$ cat config.mk
export PLATFORM = sky130hd
export DESIGN_NAME = gate_to_midi_note_events
export DESIGN_NICKNAME = d
export VERILOG_FILES = /design/src/hw/rtl/gtm_pkg.sv /design/src/hw/rtl/gate_to_midi_note_events.sv
export SDC_FILE = /design/constraint.sdc
export NUM_CORES = 1
export LEC_CHECK = 0
export ABC_AREA = 1
export BUFFER_PORTS_ARGS = -buffer_cell sky130_fd_sc_hd__buf_4
export CAP_MARGIN = 10
export CORE_AREA = 2 2 264 266
export CTS_CLUSTER_SIZE = 14
export DETAILED_ROUTE_END_ITERATION = 8
export DIE_AREA = 0 0 266 268
export MAX_ROUTING_LAYER = met4
export PLACE_DENSITY_LB_ADDON = 0.12
export SYNTH_ARGS = -nofsm -noshare
export SYNTH_HDL_FRONTEND = slang
export SYNTH_SLANG_ARGS = --single-unit
$ cat constraint.sdc
create_clock -name clk_i -period 21.6 [get_ports clk_i]
set_clock_uncertainty 0.1 [all_clocks]
set_input_delay 1.08 -clock clk_i [delete_from_list [all_inputs] [get_ports clk_i]]
set_output_delay 1.08 -clock clk_i [all_outputs]
set_load 0.02 [all_outputs]
$ cat src/hw/rtl/gtm_pkg.sv
package gtm_pkg;

  localparam int unsigned NumChannels = 16;
  localparam int unsigned NumNotes    = 128;
  localparam int unsigned NoteW       = 7;
  localparam int unsigned VelW        = 7;
  localparam int unsigned ChanW       = 4;
  localparam int unsigned CfgIdxW     = 3;
  localparam int unsigned CfgDataW    = 32;

  typedef enum logic [CfgIdxW-1:0] {
    CFG_VELOCITY_MODE = 3'd0,
    CFG_NOTE_MAP_0    = 3'd1,
    CFG_NOTE_MAP_1    = 3'd2,
    CFG_NOTE_MAP_2    = 3'd3,
    CFG_NOTE_MAP_3    = 3'd4
  } cfg_idx_e;

  typedef enum logic {
    CMD_SAMPLE = 1'b0,
    CMD_PANIC  = 1'b1
  } cmd_e;

  typedef logic [3:0][3:0][7:0] note_map_t;

  localparam note_map_t NoteMapReset = {
    32'h2726_2524, 32'h2B2A_2928, 32'h2F2E_2D2C, 32'h3332_3130
  };

  localparam logic [VelW-1:0]   GateVelocity   = 7'd100;
  localparam logic [VelW-1:0]   VelMax         = 7'd127;
  localparam logic signed [15:0] GateThreshMv  = 16'sd1000;
  // smallest voltage whose rounded velocity reaches the maximum
  localparam logic signed [15:0] VelClampMv    = 16'sd9961;
  localparam logic [20:0]       RoundBias      = 21'd5000;
  localparam logic [20:0]       VelScale       = 21'd127;
  // ceil(2^35 / 10000), exact quotient for numerators below 2^21
  localparam logic [42:0]       RecipMul       = 43'd3435974;
  localparam int unsigned       RecipShift     = 35;

endpackage

$ cat src/hw/rtl/gate_to_midi_note_events.sv
// Gate-to-MIDI note event converter.
// Input channel (in_valid_i / in_ready_o): one request per item, either a
// voltage sample for a gate channel (command_i = sample) or a panic for one
// note (command_i = panic, panic_note_i).
// Output channel (out_valid_o / out_ready_i): at most one note-on or
// note-off message per request; a sample with no gate edge gives nothing.
// Configuration: cfg_we_i writes register cfg_idx_i from cfg_wdata_i in the
// same edge (0 velocity mode, 1..4 note map words); write only while idle.
// Latency: a request taken at one edge sits in the input register, the gate
// bit read-modify-write and velocity scaling run from there, and the message
// shows in the output register at the next edge when the output is free.
// Throughput: one request per cycle while the output is not stalled.
// Stall: when out_ready_i is low with a message pending, the input register
// holds and in_ready_o drops once it is full; nothing is lost or repeated.
// Reset: all 128 gate bits low, velocity mode off, note map to its defaults,
// both registers empty.
module gate_to_midi_note_events
  import gtm_pkg::*;
(
  input  logic                clk_i,
  input  logic                rst_ni,
  input  logic                cfg_we_i,
  input  logic [CfgIdxW-1:0]  cfg_idx_i,
  input  logic [CfgDataW-1:0] cfg_wdata_i,
  input  logic                in_valid_i,
  output logic                in_ready_o,
  input  logic                command_i,
  input  logic [ChanW-1:0]    channel_i,
  input  logic signed [15:0]  voltage_mv_i,
  input  logic [NoteW-1:0]    panic_note_i,
  output logic                out_valid_o,
  input  logic                out_ready_i,
  output logic                is_note_on_o,
  output logic [NoteW-1:0]    note_o,
  output logic [VelW-1:0]     velocity_o
);

  logic                vel_mode_q;
  note_map_t           map_q;
  logic [NumNotes-1:0] gate_q, gate_d;

  logic                s1_valid_q;
  logic                s1_cmd_q;
  logic [ChanW-1:0]    s1_chan_q;
  logic signed [15:0]  s1_mv_q;
  logic [NoteW-1:0]    s1_pnote_q;

  logic                out_valid_q, out_valid_d;
  logic                is_on_q, is_on_d;
  logic [NoteW-1:0]    note_q, note_d;
  logic [VelW-1:0]     vel_q, vel_d;

  logic                adv;
  logic [NoteW-1:0]    map_note;
  logic [VelW-1:0]     scaled_vel, cur_vel;
  logic [20:0]         num;
  logic [42:0]         prod;
  logic                cur_gate, last_gate;

  assign adv        = !out_valid_q || out_ready_i;
  assign in_ready_o = !s1_valid_q || adv;

  // configuration registers
  always_ff @(posedge clk_i or negedge rst_ni) begin
    if (!rst_ni) begin
      vel_mode_q <= 1'b0;
      map_q      <= NoteMapReset;
    end else if (cfg_we_i) begin
      case (cfg_idx_i)
        CFG_VELOCITY_MODE: vel_mode_q <= cfg_wdata_i[0];
        CFG_NOTE_MAP_0:    map_q[0]   <= cfg_wdata_i;
        CFG_NOTE_MAP_1:    map_q[1]   <= cfg_wdata_i;
        CFG_NOTE_MAP_2:    map_q[2]   <= cfg_wdata_i;
        CFG_NOTE_MAP_3:    map_q[3]   <= cfg_wdata_i;
        default: ;
      endcase
    end
  end

  // input register
  always_ff @(posedge clk_i or negedge rst_ni) begin
    if (!rst_ni) begin
      s1_valid_q <= 1'b0;
    end else if (in_ready_o) begin
      s1_valid_q <= in_valid_i;
    end
  end

  always_ff @(posedge clk_i) begin
    if (in_ready_o && in_valid_i) begin
      s1_cmd_q   <= command_i;
      s1_chan_q  <= channel_i;
      s1_mv_q    <= voltage_mv_i;
      s1_pnote_q <= panic_note_i;
    end
  end

  // velocity scaling, round half up of mv*127/10000
  always_comb begin
    num  = 21'({7'd0, s1_mv_q[13:0]}) * VelScale + RoundBias;
    prod = 43'(num) * RecipMul;
    if (s1_mv_q[15] || (s1_mv_q == 16'sd0)) begin
      scaled_vel = '0;
    end else if (s1_mv_q >= VelClampMv) begin
      scaled_vel = VelMax;
    end else begin
      scaled_vel = prod[RecipShift +: VelW];
    end
  end

  always_comb begin
    map_note  = map_q[s1_chan_q[3:2]][s1_chan_q[1:0]][NoteW-1:0];
    if (vel_mode_q) begin
      cur_vel  = scaled_vel;
      cur_gate = (scaled_vel != '0);
    end else begin
      cur_vel  = GateVelocity;
      cur_gate = (s1_mv_q >= GateThreshMv);
    end
    last_gate = gate_q[map_note];

    gate_d      = gate_q;
    out_valid_d = out_valid_q && !out_ready_i;
    is_on_d     = is_on_q;
    note_d      = note_q;
    vel_d       = vel_q;

    if (adv) begin
      out_valid_d = 1'b0;
      if (s1_valid_q) begin
        case (s1_cmd_q)
          CMD_PANIC: begin
            gate_d[s1_pnote_q] = 1'b0;
            out_valid_d        = 1'b1;
            is_on_d            = 1'b0;
            note_d             = s1_pnote_q;
            vel_d              = '0;
          end
          CMD_SAMPLE: begin
            if (32'(s1_chan_q) < NumChannels) begin
              gate_d[map_note] = cur_gate;
              if (cur_gate != last_gate) begin
                out_valid_d = 1'b1;
                is_on_d     = cur_gate;
                note_d      = map_note;
                vel_d       = cur_vel;
              end
            end
          end
          default: ;
        endcase
      end
    end
  end

  always_ff @(posedge clk_i or negedge rst_ni) begin
    if (!rst_ni) begin
      gate_q      <= '0;
      out_valid_q <= 1'b0;
    end else begin
      gate_q      <= gate_d;
      out_valid_q <= out_valid_d;
    end
  end

  always_ff @(posedge clk_i) begin
    is_on_q <= is_on_d;
    note_q  <= note_d;
    vel_q   <= vel_d;
  end

  assign out_valid_o  = out_valid_q;
  assign is_note_on_o = is_on_q;
  assign note_o       = note_q;
  assign velocity_o   = vel_q;

  // a pending note-on or note-off agrees with the stored gate of its note
  assert property (@(posedge clk_i) disable iff (!rst_ni)
    out_valid_q && is_on_q |-> gate_q[note_q])
    else $error("note-on pending while gate bit is low");

  assert property (@(posedge clk_i) disable iff (!rst_ni)
    out_valid_q && !is_on_q |-> !gate_q[note_q])
    else $error("note-off pending while gate bit is high");

  assert property (@(posedge clk_i) disable iff (!rst_ni)
    s1_valid_q && adv && (s1_cmd_q == CMD_PANIC) |=>
      out_valid_q && !is_on_q && (vel_q == '0) && !gate_q[note_q])
    else $error("panic request did not give a zero note-off");

  assert property (@(posedge clk_i) disable iff (!rst_ni)
    !in_ready_o |-> s1_valid_q && out_valid_q)
    else $error("input stalled with a free register");

endmodule

==> reports/metrics.yaml, run 1 <==
clock_network:
  clock_path_buffers: 3
  clk_latency_ns: 0.57
  ctsHoldBuffers: 0
  cts.sinks: 286
  post_cts_buffers: 0
  cts.clk_slew.worst_paths_ns: 0.06
  clockRootBuffer: "clkbuf_16"
  post_cts_resized: 0
  cts_tree: "yes"
  htreeDepth: 2
  cts_buffers: 37
route:
  wl_per_cell_um: 19.7
  dr_total_vias: 23464
  vias_per_cell: 5.34
  first_pass_iters: 5
  drc_errors: 0
  first_iter_violations: 2114
  drtAntennaViolNets: 0
  drt-total-wl_um: 86400
critical_path:
  critPathSlowestCell: "buf_4"
  crit_path_start_kind: "flop"
  cp-end-kind: "flop"
  worstSetupPathType: "flop to flop"
  cp_slowest_stage_delay_ns: 0.99
  crit_fanout: 99
  required_ns: 21.76
  critPathArrivalTime_ns: 13.35
floorplan:
  die_area_mm2: 0.0713
  die_w_um: 266
  start_util_pct: 39.7
  io_pins: 85
  core_area_mm2: 0.0682
  fp.dieH_um: 268
  rows: 96
status:
  status: "complete, no violations"
timing:
  period_share_pct: 61.1
  slew_headroom_pct: 12.3
  max_freq_mhz: 75.8
  fin_crit_ns: 13.19
  final.setup.tns_ns: 0
  final-setup-viol-count: 0
  tightest_slew_ns: 1.32
  drv_slew: 0
  rsz0062_at_grt: "no"
  hold_slack_ns: 0.381
  hold_viol: 0
synthesis:
  ys_async_sr_fraction_pct: 85.0
  syn_inst: 3467
  synth-xor-area-share_pct: 1.23
  syn_area_mm2: 0.0271
  yosys_register_bits: 286
  synth_cell_types: 44
  synth-compound-area-share_pct: 16.6
  ys_seq_area_share_pct: 27.5
  synthMuxAreaShare_pct: 0
  synth-main-ff-cell: "dfrtp_1"
  synth-adder-area-share_pct: 27.1
  syn-num-nets: 3993
  synth_top_family_by_area: "adder cells"
  synth-edff-count: 43
  yosysWarnings: 0
  syn_area_per_cell_um2: 7.81
  yosys.area_share.simple_pct: 16.6
final_layout:
  final_cell_mix: "nand2_1 (752), inv_1 (606), a21oi_1 (275), o21ai_0 (262), ha_1 (244)"
  final_common_cell: "nand2_1"
  nets: 4004
  area_growth_pct: 9.46
  num-fill-cells: 6981
  drive_gt1_share_pct: 7.62
  final_core_util_pct: 43.4
place:
  dp_hpwl_um: 60200
  port-buffer-count: 80
  gp_congestion: 0.910
global_route:
  grt_pass1_vias: 23659
  track_usage_pct: 25.3
  grt_pass1_wl_um: 137000
  antenna_found_initial: 3
  overflow: 0
  grt_max_degree: 161
flow_run:
  cap_violations: 0
worst_hold_path:
  worstHoldPathType: "flop to flop"
-- layout make-up --
type / count / area [µm²] / area share [%]
Sequential cell: 286 / 7440 / 25.1
Antenna cell: 3 / 7.51 / 0.0253
Multi-Input combinational cell: 2412 / 16700 / 56.5
Timing Repair Buffer: 108 / 843 / 2.85
Tap cell: 882 / 1100 / 3.72
Clock buffer: 54 / 1050 / 3.56
Inverter: 633 / 2380 / 8.02
Clock inverter: 13 / 80.1 / 0.270
-- registers in the layout, summed over array words and instances, names as in the netlist, 4 cells and up --
signal	count
gate_q	128
map_q	112
s1_mv_q	16
note_o	7
s1_pnote_q	7
velocity_o	7
s1_chan_q	4
-- through the flow --
step                      area, µm²  instances  setup WS (ns)
after floorplan               27100       3467          11.29
after global placement        28500       4321           8.51
after detailed placement      28500       4321           8.42
after CTS                     29600       4388           8.38
after global routing          29600       4391           7.34
final                         29600       4391           8.41
-- critical path: cells and delay by family, from the launching register on --
kind / cells / cell delay (ns)
AOI/OAI and AO/OA: 5 / 0.97
and+or+nand+nor: 22 / 3.40
xor gates and xnor gates: 1 / 0.39
buffers and inverters: 10 / 1.71
DFF: 1 / 0.79
adders and majority gates: 12 / 5.37
-- cells by family (layout without fill, tap and decap cells) --
kind of cell	after synthesis	after routing
simple gates	1118	1118
fa+ha+maj	458	458
compound gates	798	798
other cells	0	3
xor+xnor	38	38
flops	286	286
buf+inv	769	808
-- cell usage after synthesis (9+ instances only) --
library cell  number  share of area (%)
nand3_1           88                1.6
a31oi_1           58                1.3
nor2_1           210                2.9
xor2_1            22               0.71
clkbuf_1          90                1.2
buf_2             27               0.50
o221ai_1          14               0.45
nand2_1          753                 10
buf_1              9               0.12
o21ai_0          262                4.8
nand3b_1          20               0.55
ha_1             244                 11
nor3_1            21               0.39
dfrtp_1          191                 18
o21ai_1           37               0.68
inv_1            606                8.4
a22oi_1           74                2.1
xnor2_1           16               0.52
fa_1             214                 16
dfstp_2           52                5.0
a21oi_1          275                5.1
inv_2             22               0.30
o211ai_1          53                1.5
edfxtp_1          43                4.8
-- worst paths after layout --
path	start	cells after the start	endpoint	slack (ns)
worst max-delay path	s1_mv_q[0]$_DFFE_PP_	50	is_note_on_o$_SDFFCE_PP0P_	8.41
worst min-delay path	map_q[76]$_DFFE_PN0P_	2	map_q[76]$_DFFE_PN0P_	0.38
worst max register to register	s1_mv_q[0]$_DFFE_PP_	50	is_note_on_o$_SDFFCE_PP0P_	8.41
worst min register to register	map_q[76]$_DFFE_PN0P_	2	map_q[76]$_DFFE_PN0P_	0.38
max in group asynchronous	rst_ni	2	map_q[123]$_DFFE_PN0P_	19.53
min in group asynchronous	rst_ni	1	gate_q[31]$_DFFE_PN0P_	0.44
-- metal layers --
layer	track usage, %	part of all wire (%)
met5	-	0
met3	4.61	7.5
met4	6.18	2.3
met1	35.0	46
met2	38.6	45
Power of run 1 is left out: the tool's default activity adds up to more than one toggle a clock period on the data nets, which glitch-free logic cannot reach.
==> inputs of run 2 (changes only) <==
clock period = 13.6 ns   (was 21.6 ns; I/O delays follow)
==> reports/metrics.yaml, run 2 (synthesis gave the netlist of run 1 again) <==
critical_path:
  r2r_end: "note_o[4]$_DFFE_PP_"
  crit_fanout: 15  # -85%
  worstRegToRegCells: 47  # -6.0%
  worstSetupPathType: "flop to flop"
  cp-end-kind: "flop"
  required_ns: 13.66  # -8.10 ns
  r2r_start: "s1_mv_q[6]$_DFFE_PP_"
  crit_path_start_kind: "flop"
  cp_slowest_stage_delay_ns: 0.64  # -0.35 ns
  critPathArrivalTime_ns: 12.37  # -0.98 ns
  r2r_slack_ns: 1.29  # -7.12 ns
  critPathSlowestCell: "fa_1"
clock_network:
  htreeDepth: 2  # unchanged
  ctsHoldBuffers: 0  # unchanged
  clock_path_buffers: 3  # unchanged
  cts_tree: "yes"
  clockRootBuffer: "clkbuf_16"
  cts_buffers: 37  # unchanged
  cts.sinks: 286  # unchanged
  post_cts_buffers: 0  # unchanged
  clk_latency_ns: 0.57  # about the same
  cts.clk_slew.worst_paths_ns: 0.06  # about the same
  post_cts_resized: 0  # unchanged
final_layout:
  final_cell_mix: "nand2_1 (752), inv_1 (606), a21oi_1 (275), o21ai_0 (262), ha_1 (244)"
  nets: 4008  # +0.10%
  drive_gt1_share_pct: 7.72  # +0.11 points
  largest_register_ffs: 128  # unchanged
  top_register: "gate_q"
  stdcell_count: 4395  # +0.091%
  final_common_cell: "nand2_1"
  num-fill-cells: 6886  # -1.4%
  top_regs: "gate_q x128, map_q x112, s1_mv_q x16"
  area_growth_pct: 9.69
place:
  port-buffer-count: 80  # unchanged
  dpl_worst_slack_ns: 1.26  # -7.16 ns
  dp_cells: 4325  # +0.093%
  gp_congestion: 0.925  # +1.6%
  dp_hpwl_um: 60000  # -0.33%
timing:
  hold_viol: 0  # unchanged
  max_freq_mhz: 81.2  # +7.1%
  slew_headroom_pct: 15.1  # +2.8 points
  final.setup.tns_ns: 0  # unchanged
  worst_slack_ns: 1.29  # -7.12 ns
  fin_crit_ns: 12.31  # -0.880 ns
  period_share_pct: 90.5  # +29 points
  drv_slew: 0  # unchanged
  rsz0062_at_grt: "no"
  tightest_slew_ns: 1.27  # -0.0460 ns
  final-setup-viol-count: 0  # unchanged
global_route:
  antenna_found_initial: 3  # unchanged
  overflow: 0  # unchanged
  grt_pass1_wl_um: 135000  # -1.2%
  track_usage_pct: 25.0  # -0.32 points
  grt_max_degree: 109  # -32%
  grt_pass1_vias: 23814  # +0.66%
floorplan:
  start_util_pct: 39.7  # unchanged
  io_pins: 85  # unchanged
  rows: 96  # unchanged
  fp.dieH_um: 268  # unchanged
  die_area_mm2: 0.0713  # unchanged
  core_area_mm2: 0.0682  # unchanged
  die_w_um: 266  # unchanged
flow_run:
  cap_violations: 0  # unchanged
route:
  first_iter_violations: 1970  # -6.8%
  wl_per_cell_um: 19.4  # -1.6%
  drc_errors: 0  # unchanged
  drt-total-wl_um: 85100  # -1.5%
  dr_total_vias: 23522  # +0.25%
  drtAntennaViolNets: 0  # unchanged
  vias_per_cell: 5.35  # +0.16%
  first_pass_iters: 7  # +2
worst_hold_path:
  worstHoldPathType: "input port to async pin"
status:
  status: "complete, no violations"
[run 2: layout make-up]
cell class	instances	area (µm²)	area share [%]
multi-input cells	2412	16700	56.3
flip-flops and latches	286	7440	25.0
inverters	633	2380	8.01
well taps	882	1100	3.72
clock buffers	54	1070	3.59
repair buffers	112	873	2.94
clock inverters	13	101	0.341
diodes	3	7.51	0.0253
[run 2: how the worst max path moves through the flow]
stage                               from                          to  cells past startpoint
floorplan           s1_mv_q[5]$_DFFE_PP_  is_note_on_o$_SDFFCE_PP0P_                     46
global placement    s1_mv_q[5]$_DFFE_PP_  is_note_on_o$_SDFFCE_PP0P_                     47
detailed placement  s1_mv_q[5]$_DFFE_PP_  is_note_on_o$_SDFFCE_PP0P_                     47
CTS                 s1_mv_q[5]$_DFFE_PP_         note_o[4]$_DFFE_PP_                     47
global route        s1_mv_q[5]$_DFFE_PP_         note_o[4]$_DFFE_PP_                     47
finish              s1_mv_q[6]$_DFFE_PP_         note_o[4]$_DFFE_PP_                     47
[run 2: through the flow]
stage | instance area, µm² | util, % | hold slack [ns]
after CTS | 29700 | 43.5 | 0.143
final | 29700 | 43.5 | 0.130
after global routing | 29700 | 43.5 | 0.176
after floorplan | 27100 | - | 0.284
after global placement | 28500 | 41.8 | 0.361
after detailed placement | 28500 | 41.8 | 0.369
[run 2: per-layer routing]
metal / vias up / wire [µm] / global-route usage [%]
li1: 11208 / - / -
met1: 11388 / 38700 / 34.0
met2: 793 / 38200 / 38.6
met3: 133 / 6110 / 4.41
met4: 0 / 2050 / 6.42
met5: - / 0 / -
[run 2: worst max-delay path, delay by kind of cell, from the launching register on]
family / cells / cell delay [ns]
compound gates: 5 / 1.26
xor+xnor: 1 / 0.41
fa+ha+maj: 12 / 5.68
buf+inv: 9 / 1.25
simple gates: 20 / 2.66
flops: 1 / 0.49
Power of run 2 is left out for the same reason.
